## config.mk

```make
export PLATFORM = sky130hd
export DESIGN_NAME = epvu_queue
export DESIGN_NICKNAME = d
export VERILOG_FILES = /design/src/hdl/epvu_queue.sv
export SDC_FILE = /design/constraint.sdc
export NUM_CORES = 1
export LEC_CHECK = 0
export BUFFER_PORTS_ARGS = -buffer_cell sky130_fd_sc_hd__buf_2
export CORE_MARGIN = 2
export CORE_UTILIZATION = 44
export DETAILED_ROUTE_END_ITERATION = 7
export GPL_ROUTABILITY_DRIVEN = 0
export HOLD_SLACK_MARGIN = 0.12
export MAX_ROUTING_LAYER = met4
export PLACE_DENSITY = 0.74
export RECOVER_POWER = 50
export SKIP_LAST_GASP = 1
export SLEW_MARGIN = 20
export SYNTH_ARGS = -nofsm -noshare
export SYNTH_HDL_FRONTEND = slang
export SYNTH_SLANG_ARGS = --single-unit
```

## constraint.sdc

```tcl
create_clock -name i_clk -period 1.6 [get_ports i_clk]
set_input_delay 0.24 -clock i_clk [delete_from_list [all_inputs] [get_ports i_clk]]
set_output_delay 0.24 -clock i_clk [all_outputs]
set_load 0.01 [all_outputs]
```

## src/hdl/epvu_queue.sv

```systemverilog
`default_nettype none

module epvu_queue #(
    parameter int WIDTH = 8,
    parameter int DEPTH = 2
) (
    input  wire logic             i_clk,
    input  wire logic             i_rst_n,
    input  wire logic             i_push,
    input  wire logic [WIDTH-1:0] i_data,
    output logic                  o_full,
    input  wire logic             i_pop,
    output logic      [WIDTH-1:0] o_data,
    output logic                  o_empty
);

    localparam int PW = (DEPTH > 1) ? $clog2(DEPTH) : 1;
    localparam int CW = $clog2(DEPTH + 1);

    logic [WIDTH-1:0] r_mem [DEPTH];
    logic [PW-1:0]    r_wr, n_wr;
    logic [PW-1:0]    r_rd, n_rd;
    logic [CW-1:0]    r_count, n_count;
    logic             wr_en, rd_en;

    assign o_full  = (r_count == CW'(DEPTH));
    assign o_empty = (r_count == '0);
    assign wr_en   = i_push & ~o_full;
    assign rd_en   = i_pop & ~o_empty;
    assign o_data  = r_mem[r_rd];

    always_comb begin
        n_wr    = r_wr;
        n_rd    = r_rd;
        n_count = r_count;
        if (wr_en) begin
            n_wr = (r_wr == PW'(DEPTH - 1)) ? '0 : r_wr + PW'(1);
        end
        if (rd_en) begin
            n_rd = (r_rd == PW'(DEPTH - 1)) ? '0 : r_rd + PW'(1);
        end
        n_count = r_count + CW'(wr_en) - CW'(rd_en);
    end

    always_ff @(posedge i_clk) begin
        if (!i_rst_n) begin
            r_wr    <= '0;
            r_rd    <= '0;
            r_count <= '0;
        end else begin
            r_wr    <= n_wr;
            r_rd    <= n_rd;
            r_count <= n_count;
        end
    end

    always_ff @(posedge i_clk) begin
        if (wr_en) begin
            r_mem[r_wr] <= i_data;
        end
    end

endmodule

`default_nettype wire

```

==> results.py <==
metrics = {
    "run_status": {
        "status": "finished with violations",
        "violations": "setup timing",
    },
    "setup_path": {
        "path_max_fanout": 5,
        "path_class": "flop to flop",
        "r2r-start": "r_count[1]$_SDFF_PN0_",
        "startpoint": "r_count[1]$_SDFF_PN0_",
        "reg2reg_to": "r_count[1]$_SDFF_PN0_",
        "cp.arrival_ps": 1820,
        "reg2reg_slack_ps": -20,
        "endpoint": "r_count[1]$_SDFF_PN0_",
        "start_kind": "flop",
        "required_ps": 1810,
        "r2r_cells": 7,
        "end_kind": "flop",
    },
    "global_route": {
        "grt_pass1_vias": 465,
        "antenna_found_initial": 0,
        "gr-usage-all-layers": 0.131,
        "grt_overflow": 0,
        "grt_pass1_wl_um": 1850,
        "grt_start_max_net_pins": 12,
    },
    "power_and_ir_drop": {
        "power.density_nw_per_um2": 1520,
        "switchingPower_uw": 515,
        "power_leakage_uw": 0.000434,
        "peakVddDrop_v": 0.000778,
        "combPwrFrac": 0.369,
        "intPower_uw": 1150,
        "swShare": 0.309,
        "p_seq_frac": 0.488,
        "power_frac_clock": 0.143,
        "finalPower_uw": 1670,
    },
    "placement": {
        "dp_hpwl_um": 908,
        "dpl_worst_slack_ps": -64.1,
        "port_buffers": 21,
    },
    "logic_synthesis": {
        "ys_seq_area_frac": 0.715,
        "synth_area_sq_um": 812,
        "synth.avg_cell_area_sq_um": 15.6,
        "synth_cell_types": 17,
        "synth_fp_nets": 66,
        "synth_cells": 52,
        "synth-seq-cells": 21,
        "ys_warn_count": 0,
    },
    "route": {
        "wirelength_um": 1420,
        "via_per_inst": 4.56,
        "drc": 0,
        "met3_length_um": 91,
        "vias": 493,
        "wl_met2_um": 795,
        "dr.pass1.iters": 3,
        "highest_layer": "met4",
        "dr.first_iter.drc_count": 13,
        "ant_nets": 0,
        "wl_met1_um": 517,
        "wire_per_inst_um": 13.1,
    },
    "finish": {
        "multi_input_area_sq_um": 275,
        "drive_gt1_frac": 0.518,
        "ff_latch_area_sq_um": 587,
        "final_nets": 98,
        "fillers": 153,
        "n_antenna_cell": 0,
        "synthToLayoutAreaGrowth_pct": 34.7,
    },
    "die": {
        "fp.dieW_um": 47.0,
        "rows": 15,
        "io_pins": 22,
        "start_util": 0.470,
        "die_area_sq_um": 2210,
        "core-area_sq_um": 1730,
        "chipHeight_um": 47.0,
    },
    "clock_network": {
        "insertion_delay_ps": 280,
        "cts_tree": "yes",
        "htreeDepth": 1,
        "cts.path.max_buffers": 2,
        "clk_pin_slew_worst_paths_ps": 100,
        "cts.sinks": 21,
        "clockRootBuffer": "clkbuf_4",
        "cts_buffers": 3,
    },
    "timing": {
        "fin_worst_skew_ps": 4.84,
        "finalSetupViolCount": 1,
        "slew_viol_final": 0,
        "fmax_mhz": 619,
        "slew_headroom": 0.759,
        "finalHoldViolCount": 0,
        "worst_pin_slew_ps": 361,
        "period_needed_ps": 1620,
        "setup_slack_ps": -16.8,
        "grt_setup_unrepaired": "true",
        "post-route-period-util": 1.01,
    },
    "hold_path": {
        "hp-class": "input port to flop",
        "min_from": "i_data[3]",
    },
    "run": {
        "cap_viol_max_count": 0,
    },
}
==> final cells by class <==
cell class	instances	area share
timing repair buffer	28	0.149
sequential	21	0.537
inverter	3	0.0103
tap	25	0.0286
multi-input combinational	27	0.252
clock buffer	4	0.0240
==> worst max-delay path: stages, from the launching register on <==
cell     delay [ps]
dfxtp_4         390
o21a_4          220
ha_4            260
inv_2            40
ha_4            150
xor2_2          170
and2_4          140
nor3_2          170
==> power groups by stage <==
stage	Clock (uW)	Sequential, uW	Combinational [uW]
after floorplan	0	759	343
final	238	814	615
after detailed placement	0	801	485
after global placement	0	793	466
after CTS	245	794	511
after global routing	268	829	692
==> registers in the layout (all words and copies together), names as in the netlist, named ones only <==
name	flops
r_mem	16
r_count	2
r_rd	1
r_wr	1
==> cell usage after synthesis (all sizes together) <==
master	n	share of area
mux2i	1	0.012
and2	2	0.017
dfxtp	5	0.12
nand2	2	0.0092
and3	1	0.0077
nor3	1	0.0062
xor2	1	0.011
xnor2	1	0.011
ha	2	0.031
nor2	5	0.023
nand2b	2	0.015
inv	3	0.014
buf	1	0.0062
o21a	1	0.011
mux2	8	0.11
edfxtp	16	0.59
==> routing by layer <==
metal / vias up / GRT usage
met5: - / -
met4: 0 / 0.0500
met3: 2 / 0.0423
met2: 14 / 0.236
met1: 233 / 0.129
li1: 244 / -
==> through the flow <==
| stage | instance area (sq um) | hold WS (ps) | utilization | cells | setup TNS (ps) |
|---|---|---|---|---|---|
| floorplan | 812 | 339 | - | 52 | 0 |
| global placement | 958 | 428 | 0.555 | 99 | 0 |
| detailed placement | 958 | 432 | 0.555 | 99 | -64.1 |
| CTS | 1000 | 128 | 0.580 | 104 | 0 |
| global route | 1090 | 155 | 0.633 | 108 | -74.8 |
| finish | 1090 | 146 | 0.633 | 108 | -16.8 |
==> cell families after synthesis <==
logic type | count (synthesis) | synth area share
AO/OA/AOI/OAI | 1 | 0.0108
buffers and inverters | 4 | 0.0200
AND/OR/NAND/NOR | 13 | 0.0786
flip-flops | 21 | 0.715
adder cells (fa/ha/maj) | 2 | 0.0308
XOR/XNOR | 2 | 0.0216
multiplexers | 9 | 0.123
==> what timing repair did <==
action | CTS | global route
endpoints found under the setup margin | 9 | 1
pin swaps | 0 | 6
hold buffers | 0 | 4
resized for setup | 4 | 11
setup buffers | 1 | 0
endpoints found under the hold margin | 0 | 8
==> layout by cell type, fill, tap and decap left out <==
cell type      Yosys  final
dfxtp_2            0      2
inv_2              0      1
xor2_2             0      1
nand2_4            0      1
dlygate4sd3_1      0      4
buf_4              0      3
buf_1              0      1
mux2i_1            1      1
ha_4               0      2
and2_4             0      1
inv_1              3      2
edfxtp_1          16     16
nor2_1             5      5
dfxtp_4            0      1
xnor2_1            1      1
mux2_2             8      8
nor3_2             0      1
clkbuf_1           0      4
nand2b_4           0      1
nand2_1            2      1
and3_1             1      1
nand2b_1           2      1
buf_2              1     17
o21a_4             0      1
and2_1             1      1
clkbuf_4           0      3
dfxtp_1            5      2
==> worst min path at each step <==
stage / end / slack [ps] / cells past startpoint
finish: r_mem[1][3]$_DFFE_PP_ / 150 / 1
CTS: r_mem[1][2]$_DFFE_PP_ / 130 / 1
global route: r_mem[0][7]$_DFFE_PP_ / 160 / 1
detailed placement: r_mem[0][2]$_DFFE_PP_ / 430 / 1
floorplan: r_mem[0][0]$_DFFE_PP_ / 340 / 0
global placement: r_mem[0][4]$_DFFE_PP_ / 430 / 1
No activity file was read; power rests on OpenSTA's default activity.
