--- src/hdl/epvu_pkg.sv ---
`default_nettype none

package epvu_pkg;

    // Configuration register indexes.
    typedef logic [2:0] t_cfg_idx;
    localparam t_cfg_idx CFG_SCALE_FACTOR   = 3'd0;
    localparam t_cfg_idx CFG_EDGE_MODE      = 3'd1;
    localparam t_cfg_idx CFG_EDGE_THRESHOLD = 3'd2;
    localparam t_cfg_idx CFG_IMAGE_WIDTH    = 3'd3;
    localparam t_cfg_idx CFG_IMAGE_HEIGHT   = 3'd4;

    localparam int SAMPLE_W = 16;
    localparam int ROW_W    = 10;
    localparam int COL_W    = 11;

    localparam int JOB_QUEUE_DEPTH = 2;
    localparam int RES_QUEUE_DEPTH = 4;

    // Division by the scale is a multiply by a rounded-up reciprocal.
    // With numerators below 2**20 and divisors up to 16 the quotient is exact.
    localparam int DIV_NUM_W = 20;
    localparam int DIV_SHIFT = 24;
    localparam int RECIP_W   = 25;

    // One column's work: lower and upper samples and what to emit for them.
    typedef struct packed {
        logic [SAMPLE_W-1:0] lo;
        logic [SAMPLE_W-1:0] up;
        logic [ROW_W-1:0]    row_base;
        logic [COL_W-1:0]    col;
        logic                do_interp;
        logic                do_last;
        logic                is_edge;
        logic                is_zero;
    } t_job;

    typedef struct packed {
        logic [ROW_W-1:0]    out_row;
        logic [COL_W-1:0]    out_col;
        logic [SAMPLE_W-1:0] value;
        logic                last;
    } t_result;

    function automatic logic [RECIP_W-1:0] recip(input logic [4:0] div);
        logic [RECIP_W-1:0] r;
        case (div)
            5'd2:    r = 25'd8388608;
            5'd3:    r = 25'd5592406;
            5'd4:    r = 25'd4194304;
            5'd5:    r = 25'd3355444;
            5'd6:    r = 25'd2796203;
            5'd7:    r = 25'd2396746;
            5'd8:    r = 25'd2097152;
            5'd9:    r = 25'd1864136;
            5'd10:   r = 25'd1677722;
            5'd11:   r = 25'd1525202;
            5'd12:   r = 25'd1398102;
            5'd13:   r = 25'd1290556;
            5'd14:   r = 25'd1198373;
            5'd15:   r = 25'd1118482;
            5'd16:   r = 25'd1048576;
            default: r = 25'd16777216;
        endcase
        return r;
    endfunction

endpackage

`default_nettype wire

--- src/hdl/epvu_queue.sv ---
`default_nettype none

module epvu_queue #(
    parameter int WIDTH = 8,
    parameter int DEPTH = 2
) (
    input  wire logic             i_clk,
    input  wire logic             i_rst_n,
    input  wire logic             i_push,
    input  wire logic [WIDTH-1:0] i_data,
    output logic                  o_full,
    input  wire logic             i_pop,
    output logic      [WIDTH-1:0] o_data,
    output logic                  o_empty
);

    localparam int PW = (DEPTH > 1) ? $clog2(DEPTH) : 1;
    localparam int CW = $clog2(DEPTH + 1);

    logic [WIDTH-1:0] r_mem [DEPTH];
    logic [PW-1:0]    r_wr, n_wr;
    logic [PW-1:0]    r_rd, n_rd;
    logic [CW-1:0]    r_count, n_count;
    logic             wr_en, rd_en;

    assign o_full  = (r_count == CW'(DEPTH));
    assign o_empty = (r_count == '0);
    assign wr_en   = i_push & ~o_full;
    assign rd_en   = i_pop & ~o_empty;
    assign o_data  = r_mem[r_rd];

    always_comb begin
        n_wr    = r_wr;
        n_rd    = r_rd;
        n_count = r_count;
        if (wr_en) begin
            n_wr = (r_wr == PW'(DEPTH - 1)) ? '0 : r_wr + PW'(1);
        end
        if (rd_en) begin
            n_rd = (r_rd == PW'(DEPTH - 1)) ? '0 : r_rd + PW'(1);
        end
        n_count = r_count + CW'(wr_en) - CW'(rd_en);
    end

    always_ff @(posedge i_clk) begin
        if (!i_rst_n) begin
            r_wr    <= '0;
            r_rd    <= '0;
            r_count <= '0;
        end else begin
            r_wr    <= n_wr;
            r_rd    <= n_rd;
            r_count <= n_count;
        end
    end

    always_ff @(posedge i_clk) begin
        if (wr_en) begin
            r_mem[r_wr] <= i_data;
        end
    end

endmodule

`default_nettype wire

--- src/hdl/epvu_back.sv ---
`default_nettype none

module epvu_back #(
    parameter int MAX_SCALE = 8
) (
    input  wire logic                           i_clk,
    input  wire logic                           i_rst_n,
    input  wire logic [$clog2(MAX_SCALE+1)-1:0] i_scale,
    input  wire epvu_pkg::t_job                 i_job,
    input  wire logic                           i_job_empty,
    output logic                                o_job_pop,
    input  wire logic                           i_pop,
    output logic                                o_empty,
    output epvu_pkg::t_result                   o_result
);

    localparam int SW    = $clog2(MAX_SCALE + 1);
    localparam int KW    = $clog2(MAX_SCALE);
    localparam int DW    = epvu_pkg::SAMPLE_W;
    localparam int NW    = DW + SW;
    localparam int NUMW  = epvu_pkg::DIV_NUM_W;
    localparam int RCW   = epvu_pkg::RECIP_W;
    localparam int PRW   = NUMW + RCW;
    localparam int SH    = epvu_pkg::DIV_SHIFT;
    localparam int ROWW  = epvu_pkg::ROW_W;
    localparam int QD    = epvu_pkg::RES_QUEUE_DEPTH;
    localparam int CRW   = $clog2(QD + 1);

    // Phase sequencer.
    logic              r_busy;
    epvu_pkg::t_job    r_job;
    logic [KW-1:0]     r_k;
    logic              r_part;
    logic [ROWW-1:0]   r_orow;
    logic [CRW-1:0]    r_credit, n_credit;

    logic              issue, load, k_end, op_end, pop_ok;
    logic              op_bypass;
    logic [DW-1:0]     op_val;

    // Arithmetic pipeline.
    logic              r_p1_valid, r_p2_valid, r_p3_valid;
    epvu_pkg::t_result r_p1_res, r_p2_res, r_p3_res;
    logic              r_p1_bypass, r_p2_bypass, r_p3_bypass;
    logic [DW-1:0]     r_p1_lo, r_p1_up;
    logic [KW-1:0]     r_p1_k;
    logic [NW-1:0]     r_p2_num;
    logic [PRW-1:0]    r_p3_prod;
    logic [NW-1:0]     num;
    epvu_pkg::t_result res_data;

    assign pop_ok = i_pop & ~o_empty;
    // A phase issues only when a slot in the result queue is reserved for it.
    assign issue  = r_busy & (r_credit != '0);
    assign k_end  = (SW'(r_k) == (i_scale - SW'(1)));
    assign op_end = k_end & (r_part | ~r_job.do_last);
    assign load   = ~i_job_empty & (~r_busy | (issue & op_end));
    assign o_job_pop = load;

    always_comb begin
        op_bypass = 1'b1;
        op_val    = r_job.up;
        if (r_part) begin
            op_val = r_job.up;
        end else if (r_k == '0) begin
            op_val = r_job.lo;
        end else if (r_job.is_zero) begin
            op_val = '0;
        end else if (r_job.is_edge) begin
            op_val = ((SW + 1)'({r_k, 1'b0}) < (SW + 1)'(i_scale)) ? r_job.lo : r_job.up;
        end else begin
            op_bypass = 1'b0;
        end
    end

    assign n_credit = r_credit - CRW'(issue) + CRW'(pop_ok);

    always_ff @(posedge i_clk) begin
        if (!i_rst_n) begin
            r_busy     <= 1'b0;
            r_credit   <= CRW'(QD);
            r_p1_valid <= 1'b0;
            r_p2_valid <= 1'b0;
            r_p3_valid <= 1'b0;
        end else begin
            if (load) begin
                r_busy <= 1'b1;
            end else if (issue && op_end) begin
                r_busy <= 1'b0;
            end
            r_credit   <= n_credit;
            r_p1_valid <= issue;
            r_p2_valid <= r_p1_valid;
            r_p3_valid <= r_p2_valid;
        end
    end

    always_ff @(posedge i_clk) begin
        if (load) begin
            r_job  <= i_job;
            r_part <= ~i_job.do_interp;
            r_k    <= '0;
            r_orow <= i_job.row_base;
        end else if (issue) begin
            if (k_end) begin
                r_k    <= '0;
                r_part <= 1'b1;
            end else begin
                r_k <= r_k + KW'(1);
            end
            r_orow <= r_orow + ROWW'(1);
        end
    end

    assign num = NW'(r_p1_lo) * (NW'(i_scale) - NW'(r_p1_k)) + NW'(r_p1_up) * NW'(r_p1_k);

    always_ff @(posedge i_clk) begin
        r_p1_res.out_row <= r_orow;
        r_p1_res.out_col <= r_job.col;
        r_p1_res.value   <= op_val;
        r_p1_res.last    <= op_end;
        r_p1_bypass      <= op_bypass;
        r_p1_lo          <= r_job.lo;
        r_p1_up          <= r_job.up;
        r_p1_k           <= r_k;

        r_p2_res         <= r_p1_res;
        r_p2_bypass      <= r_p1_bypass;
        r_p2_num         <= num;

        r_p3_res         <= r_p2_res;
        r_p3_bypass      <= r_p2_bypass;
        r_p3_prod        <= PRW'(NUMW'(r_p2_num)) * PRW'(epvu_pkg::recip(5'(i_scale)));
    end

    always_comb begin
        res_data = r_p3_res;
        if (!r_p3_bypass) begin
            res_data.value = r_p3_prod[SH +: DW];
        end
    end

    epvu_queue #(
        .WIDTH ($bits(epvu_pkg::t_result)),
        .DEPTH (QD)
    ) u_res_q (
        .i_clk   (i_clk),
        .i_rst_n (i_rst_n),
        .i_push  (r_p3_valid),
        .i_data  (res_data),
        .o_full  (),
        .i_pop   (i_pop),
        .o_data  (o_result),
        .o_empty (o_empty)
    );

endmodule

`default_nettype wire

--- config.mk ---
export PLATFORM = sky130hd
export DESIGN_NAME = epvu_back
export DESIGN_NICKNAME = d
export VERILOG_FILES = /design/src/hdl/epvu_pkg.sv /design/src/hdl/epvu_queue.sv /design/src/hdl/epvu_back.sv
export SDC_FILE = /design/constraint.sdc
export NUM_CORES = 1
export LEC_CHECK = 0
export BUFFER_PORTS_ARGS = -buffer_cell sky130_fd_sc_hd__buf_2
export CORE_ASPECT_RATIO = 0.6
export CORE_MARGIN = 4
export CORE_UTILIZATION = 40
export CTS_CLUSTER_DIAMETER = 120
export DETAILED_ROUTE_END_ITERATION = 10
export PLACE_DENSITY = 0.62
export SYNTH_ARGS = -nofsm -noshare
export SYNTH_HDL_FRONTEND = slang
export SYNTH_SLANG_ARGS = --single-unit
--- constraint.sdc ---
create_clock -name i_clk -period 9.28 [get_ports i_clk]
set_input_delay 1.856 -clock i_clk [delete_from_list [all_inputs] [get_ports i_clk]]
set_output_delay 1.856 -clock i_clk [all_outputs]
set_load 0.01 [all_outputs]
==> metrics.cfg, run 1 <==
[floorplanning]
core_um2 = 77790
die_h_um = 225.5
ios = 105
die_w_um = 370.5
start_util_pct = 40.55
dieArea_um2 = 83560
rows = 79

[hold_path]
hold_class = reg -> reg
holdPathEnd = r_p3_res[25]
whs_path_depth = 0
hp-start = r_p2_res[25]

[cts]
postCtsSetupBuffers = 0
numCtsBuffers = 34
insertion_delay_ns = 0.54
clock_sink_count = 416
hold_buffers = 0
htree_levels = 2
root_buffer = clkbuf_16
clk_pin_slew_ns = 0.08
cts_resized = 0
cts.path.max_buffers = 3
cts_tree = yes

[routing]
ant_nets = 0
viasPerCell = 4.817
wirelength_mm = 78.60
drc_errors = 0
first_iter_violations = 1431
vias = 19060
wire_per_inst_um = 19.86
dr.pass1.iters = 5

[cells_and_area]
nets = 3630
area_growth_pct = 10.04
fillers = 7202
drive_above_1_share_pct = 10.64
stdcell_count = 3957
design_area_um2 = 34710

[timing]
worst_slew_pin_slew_ns = 1.191
finalSetupViolCount = 0
slew_viol_final = 0
hold_viol = 0
max_freq_mhz = 114.3
min_period_ns = 8.749
maxSlewHeadroom_pct = 20.47
skew_ns = 0.03466
rsz0062_at_grt = no
setup_tns_ns = 0
post-route-period-util_pct = 94.28

[yosys]
yosysSeqAreaShare_pct = 33.03
ys.warnings.count = 0
synth_ff_type = edfxtp_1
synthesis.nets = 3530
yosysUniqueCellTypes = 64
synth-seq-cells = 416
syn_area_um2 = 31540
async_reset_ff_share_pct = 0
synth_edf_count = 209
syn_area_per_cell_um2 = 11.35
postSynthCellCount = 2778

[place]
post_dp_cell_area_um2 = 33620
dp_cells = 3895
dp_hpwl_mm = 62.22
routabilityCongestion = 0.9131
port_buffers = 104

[worst_setup_path]
critPathArrivalTime_ns = 9.16
worstReg2RegStart = r_p2_num[6]
criticalPathCategory = in -> reg
path_buf_inv = 6
cp_max_fo = 20
max_stage_delay_ns = 0.59
cp.required_ns = 9.69
rr_endpoint = r_p3_prod[33]
rr_worst_depth = 21
path_delay_family = adder cells
slowest_stage = fa_1
cpMostUsedCell = fa_1
critPathLaunchType = primary input
r2r_setup_slack_ns = 1.99
crit_path_end_kind = flop

[global_route]
grt_antenna_before_repair = 3
grt_pass1_wl_mm = 122.9
grt_pass1_vias = 20020
grt_max_degree = 68
grt_usage_pct = 19.36
grt_overflow = 0

[run]
maxCapViolCount = 0

[status]
status = completed

## metrics by stage
stage	setup WS (ns)	util [%]	hold WS (ns)
2_1_floorplan	0.7026	-	0.3096
3_3_place_gp	0.1336	43.21	0.3097
3_5_place_dp	0.04403	43.21	0.3121
4_1_cts	0.5638	44.62	0.3257
5_1_grt	0.1523	44.62	0.3307
6_report	0.5309	44.62	0.3263
## worst max path at each step
stage	start	end	slack, ns	cells past startpoint
final	i_scale[0]	r_p3_prod[33]	0.53	26
after global routing	i_scale[0]	r_p3_prod[33]	0.15	28
after CTS	i_scale[0]	r_p3_prod[33]	0.56	31
after detailed placement	i_scale[0]	r_p3_prod[33]	0.04	31
after global placement	i_scale[0]	r_p3_prod[33]	0.13	27
after floorplan	i_scale[1]	r_p3_prod[33]	0.70	29
## flip-flops by register name, indices dropped and copies added, names as in the netlist, 2 cells and up, named ones only
signal,cells
r_credit,3
r_orow,10
r_p1_k,3
r_job,46
r_p1_lo,16
u_res_q.r_count,3
u_res_q.r_wr,2
r_p2_num,20
r_k,3
r_p3_prod,16
u_res_q.r_rd,2
r_p3_res,38
r_p1_res,38
r_p2_res,38
r_p1_up,16
u_res_q.r_mem,152
## placed cells by master (no fill, tap or decap), types with 4 or more instances in the layout
cell       Yosys  routed
nand2b_1       8       8
a22o_1        17      17
mux4_2        38      38
a211oi_1       6       6
o21ai_0       31      24
clkinv_2       0       6
dfxtp_1      207     205
o211ai_1       7       7
a21oi_1       30      30
buf_2          3     104
nor2_1        61      61
nand4_1        4       4
nor2b_1       58      58
fa_1         494     494
clkbuf_8       0       7
buf_12         0      10
clkbuf_1     103       5
and2_1       228     224
a21o_1        14      14
xnor2_1       43      43
nand2_1      292     292
ha_1         193     193
buf_4          1      62
o21a_1         4       4
and3_1        30      30
nand3_1       17      17
clkbuf_16      0      35
o21ai_1        0       7
o21bai_1       4       4
mux2_2        16      16
xor2_1        17      16
nor3_1        10      10
edfxtp_1     209     209
and2_2         0       4
inv_1        583     582
## synthesized netlist by cell type (17+ instances only)
library cell	instances	area share (%)
o21ai_0	31	0.49
fa_1	494	31
and2_1	228	4.5
mux4_2	38	2.7
xnor2_1	43	1.2
dfxtp_1	207	13
nor2b_1	58	1.2
nor2_1	61	0.73
a21oi_1	30	0.48
and3_1	30	0.60
clkbuf_1	103	1.2
inv_1	583	6.9
edfxtp_1	209	20
xor2_1	17	0.47
nand2_1	292	3.5
ha_1	193	7.7
nand3_1	17	0.27
a22o_1	17	0.47
## kinds of logic (layout without fill, tap and decap cells)
group / after synthesis / count (layout) / share of synthesized area (%)
adder cells (fa/ha/maj): 687 / 687 / 39.01
flip-flops: 416 / 416 / 33.03
XOR/XNOR: 60 / 60 / 1.666
multiplexers: 57 / 57 / 3.380
buffers and inverters: 695 / 820 / 8.366
AO/OA/AOI/OAI: 137 / 137 / 2.951
AND/OR/NAND/NOR: 726 / 726 / 11.59
other: 0 / 1 / 0
## area by class of cell
class	instances	area, um2	share of cell area, %
Inverter	583	2188	6.305
Timing Repair Buffer	176	1186	3.417
Sequential cell	416	10420	30.03
Clock inverter	14	98.84	0.2848
Antenna cell	1	2.502	0.007210
Clock buffer	47	991.0	2.855
Multi-Input combinational cell	1667	18500	53.31
Tap cell	1053	1318	3.796
## layer usage
metal / share of wire [%] / GRT usage, % / up-vias
met2: 38 / 24.65 / 674
met4: 1.0 / 2.347 / 4
met3: 11 / 7.646 / 60
li1: - / - / 8703
met1: 50 / 31.06 / 9618
met5: 0.16 / 0.9615 / -
Power of run 1 is not shown: default switching activity piles up to over one toggle a cycle in this logic, so the estimate is an artifact.
==> run 2, diff against run 1 <==
--- a/config.mk
+++ b/config.mk
@@ -5,6 +5,7 @@
 export SDC_FILE = /design/constraint.sdc
 export NUM_CORES = 1
 export LEC_CHECK = 0
+export ABC_AREA = 1
 export BUFFER_PORTS_ARGS = -buffer_cell sky130_fd_sc_hd__buf_2
 export CORE_ASPECT_RATIO = 0.6
 export CORE_MARGIN = 4
==> constraint.sdc (replaced) <==
create_clock -name i_clk -period 9.28 [get_ports i_clk]
set_input_delay 0.928 -clock i_clk [delete_from_list [all_inputs] [get_ports i_clk]]
set_output_delay 0.928 -clock i_clk [all_outputs]
set_load 0.01 [all_outputs]
==> run 2 against run 1 <==
First-iteration DRC count increased by 68%; fmax grew 3.5%; worst setup slack improved by 0.29 ns; largest cell class unchanged.
==> metrics.cfg, run 2 <==
[global_route]
grt_pass1_wl_mm = 149.5  ; +22%
grt_overflow = 0  ; unchanged
grt_usage_pct = 23.52  ; +4.2 points
grt_max_degree = 76  ; +12%
grt_pass1_vias = 22870  ; +14%
grt_antenna_before_repair = 4  ; +1

[worst_setup_path]
slowest_stage = fa_1
critPathArrivalTime_ns = 8.97  ; -0.19 ns
max_stage_delay_ns = 0.57  ; -0.02 ns
critPathLaunchType = primary input
criticalPathCategory = in -> reg
cp.required_ns = 9.79  ; +0.10 ns
crit_path_end_kind = flop
cp_max_fo = 11  ; -45%

[yosys]
synth_most_common_cell = inv_1
synth_top_area_share_pct = 30.69  ; -0.67 points
synthesis.nets = 4095  ; +16%
synthXorXnorAreaFrac_pct = 1.304  ; -0.36 points
synthAdderAreaFrac_pct = 38.18  ; -0.83 points
syn_area_per_cell_um2 = 9.640  ; -15%
ys_top_cells_by_count = inv_1 (731), fa_1 (494), nand2_1 (477), nor2_1 (458), edfxtp_1 (209)
postSynthCellCount = 3343  ; +20%
synth_area_leaders = fa_1 (31%), edfxtp_1 (19%), dfxtp_1 (13%)
synth_top_area_cell = fa_1
yosys.area_share.simple_pct = 12.45  ; +0.86 points
synth_compound_area_share_pct = 5.129  ; +2.2 points
synth_edf_count = 209  ; unchanged
async_reset_ff_share_pct = 0  ; unchanged
synth_top_family_by_area = adder cells
synth_ff_type = edfxtp_1
yosysSeqAreaShare_pct = 32.33  ; -0.70 points
synth_mux_area_share_pct = 0.5591  ; -2.8 points
yosysUniqueCellTypes = 49  ; -23%
syn_area_um2 = 32230  ; +2.2%
synth-seq-cells = 416  ; unchanged
ys.warnings.count = 0  ; unchanged

[place]
dp_hpwl_mm = 81.91  ; +32%
port_buffers = 104  ; unchanged
pre_cts_ws_ns = 0.4490  ; +0.4050 ns
routabilityCongestion = 1.061  ; +16%

[timing]
slew_viol_final = 0  ; unchanged
maxSlewHeadroom_pct = 16.63  ; -3.8 points
max_freq_mhz = 118.2  ; +3.5%
rsz0062_at_grt = no
hold_viol = 0  ; unchanged
skew_ns = 0.01710  ; -0.01756 ns
min_period_ns = 8.457  ; -0.2921 ns
worst_slew_pin_slew_ns = 1.237  ; +0.04612 ns
setup_tns_ns = 0  ; unchanged
setup_slack_ns = 0.8230  ; +0.2921 ns
finalSetupViolCount = 0  ; unchanged
post-route-period-util_pct = 91.13  ; -3.1 points

[routing]
first_iter_violations = 2403  ; +68%
dr.pass1.iters = 6  ; +1
ant_nets = 0  ; unchanged
vias = 22910  ; +20%
drc_errors = 0  ; unchanged
wire_per_inst_um = 22.18  ; +12%
viasPerCell = 5.053  ; +4.9%
wirelength_mm = 100.6  ; +28%

[cts]
htree_levels = 1  ; -1
cts_tree = yes
cts_resized = 0  ; unchanged
clock_sink_count = 416  ; unchanged
root_buffer = clkbuf_16
insertion_delay_ns = 0.59  ; +0.05 ns
postCtsSetupBuffers = 0  ; unchanged
numCtsBuffers = 30  ; -12%
hold_buffers = 0  ; unchanged
cts.path.max_buffers = 3  ; unchanged
clk_pin_slew_ns = 0.07  ; about the same

[cells_and_area]
drive_above_1_share_pct = 7.619  ; -3.0 points
register_area_um2 = 10420  ; about the same
top_regs = u_res_q.r_mem (152), r_job (46)
fillers = 7812  ; +8.5%
regMostFlops = u_res_q.r_mem
final_common_cell = inv_1
largest_reg_flops = 152  ; unchanged
area_growth_pct = 9.353
final_cell_mix = inv_1 (730), fa_1 (494), nand2_1 (477), nor2_1 (454), edfxtp_1 (209)
multi_input_area_um2 = 18610  ; +0.57%
nets = 4193  ; +16%

[floorplanning]
die_w_um = 374.4  ; +1.1%
rows = 80  ; +1.3%
ios = 105  ; unchanged
start_util_pct = 40.45  ; -0.10 points
dieArea_um2 = 85320  ; +2.1%
die_h_um = 227.9  ; +1.0%
core_um2 = 79680  ; +2.4%

[hold_path]
hold_class = reg -> reg

[run]
maxCapViolCount = 0  ; unchanged

[status]
status = completed

-- run 2: cell types whose count changed in the layout (fill, tap and decap cells not counted), moves of 19 or more --
cell     delta
nor2_1    +393
and2_1    -224
nand2_1   +185
inv_1     +148
o21ai_0   +107
nor2b_1    -58
a21oi_1    +42
mux4_2     -38
o22ai_1    +37
nand3_1    +34
and3_1     -30
xnor2_1    -30
xor2_1     +19
-- run 2: path summary, 6_finish.rpt --
kind	endpoint	slack, ns	from	depth (start not counted)
max	r_p3_prod[37]	0.82	i_scale[1]	29
min	r_p2_res[35]	0.33	r_p1_res[35]	0
max reg2reg	r_p3_prod[37]	1.63	r_p2_num[3]	24
min reg2reg	r_p2_res[35]	0.33	r_p1_res[35]	0
-- run 2: cells by family (layout without fill, tap and decap cells) --
family                   after synthesis  after routing
AND/OR/NAND/NOR                     1025           1025
buffers and inverters                853            975
adder cells (fa/ha/maj)              687            687
flip-flops                           416            416
AO/OA/AOI/OAI                        298            298
XOR/XNOR                              48             48
multiplexers                          16             16
other                                  0              2
-- run 2: worst max-delay path, delay by kind of cell --
family | cells | cell delay, ns
adder cells (fa/ha/maj) | 9 | 4.12
AND/OR/NAND/NOR | 8 | 2.03
buffers and inverters | 10 | 1.49
AO/OA/AOI/OAI | 1 | 0.27
XOR/XNOR | 1 | 0.14
-- run 2: area by class of cell --
cell class | count | share of cell area, %
clock buffer | 42 | 2.468
inverter | 753 | 8.027
antenna | 2 | 0.01420
tap | 1066 | 3.785
clock inverter | 14 | 0.5361
timing repair buffer | 166 | 2.798
multi-input combinational | 2074 | 52.80
sequential | 416 | 29.57
-- run 2: through the flow --
step	hold WS, ns	std cells	instance area, um2	util, %
after floorplan	0.3096	3343	32230	-
after global placement	0.3098	4475	34180	42.90
after detailed placement	0.3121	4475	34180	42.90
after CTS	0.3280	4531	35240	44.22
after global routing	0.3358	4531	35240	44.22
final	0.3281	4533	35240	44.23
-- run 2: per-layer routing --
metal	GRT usage, %	up-vias	wire, um
met5	1.609	-	216
met4	2.223	6	1213
met3	14.82	113	17370
met2	27.94	1200	34860
met1	36.03	11280	46890
li1	-	10310	-
Power of run 2 is left out for the same reason.
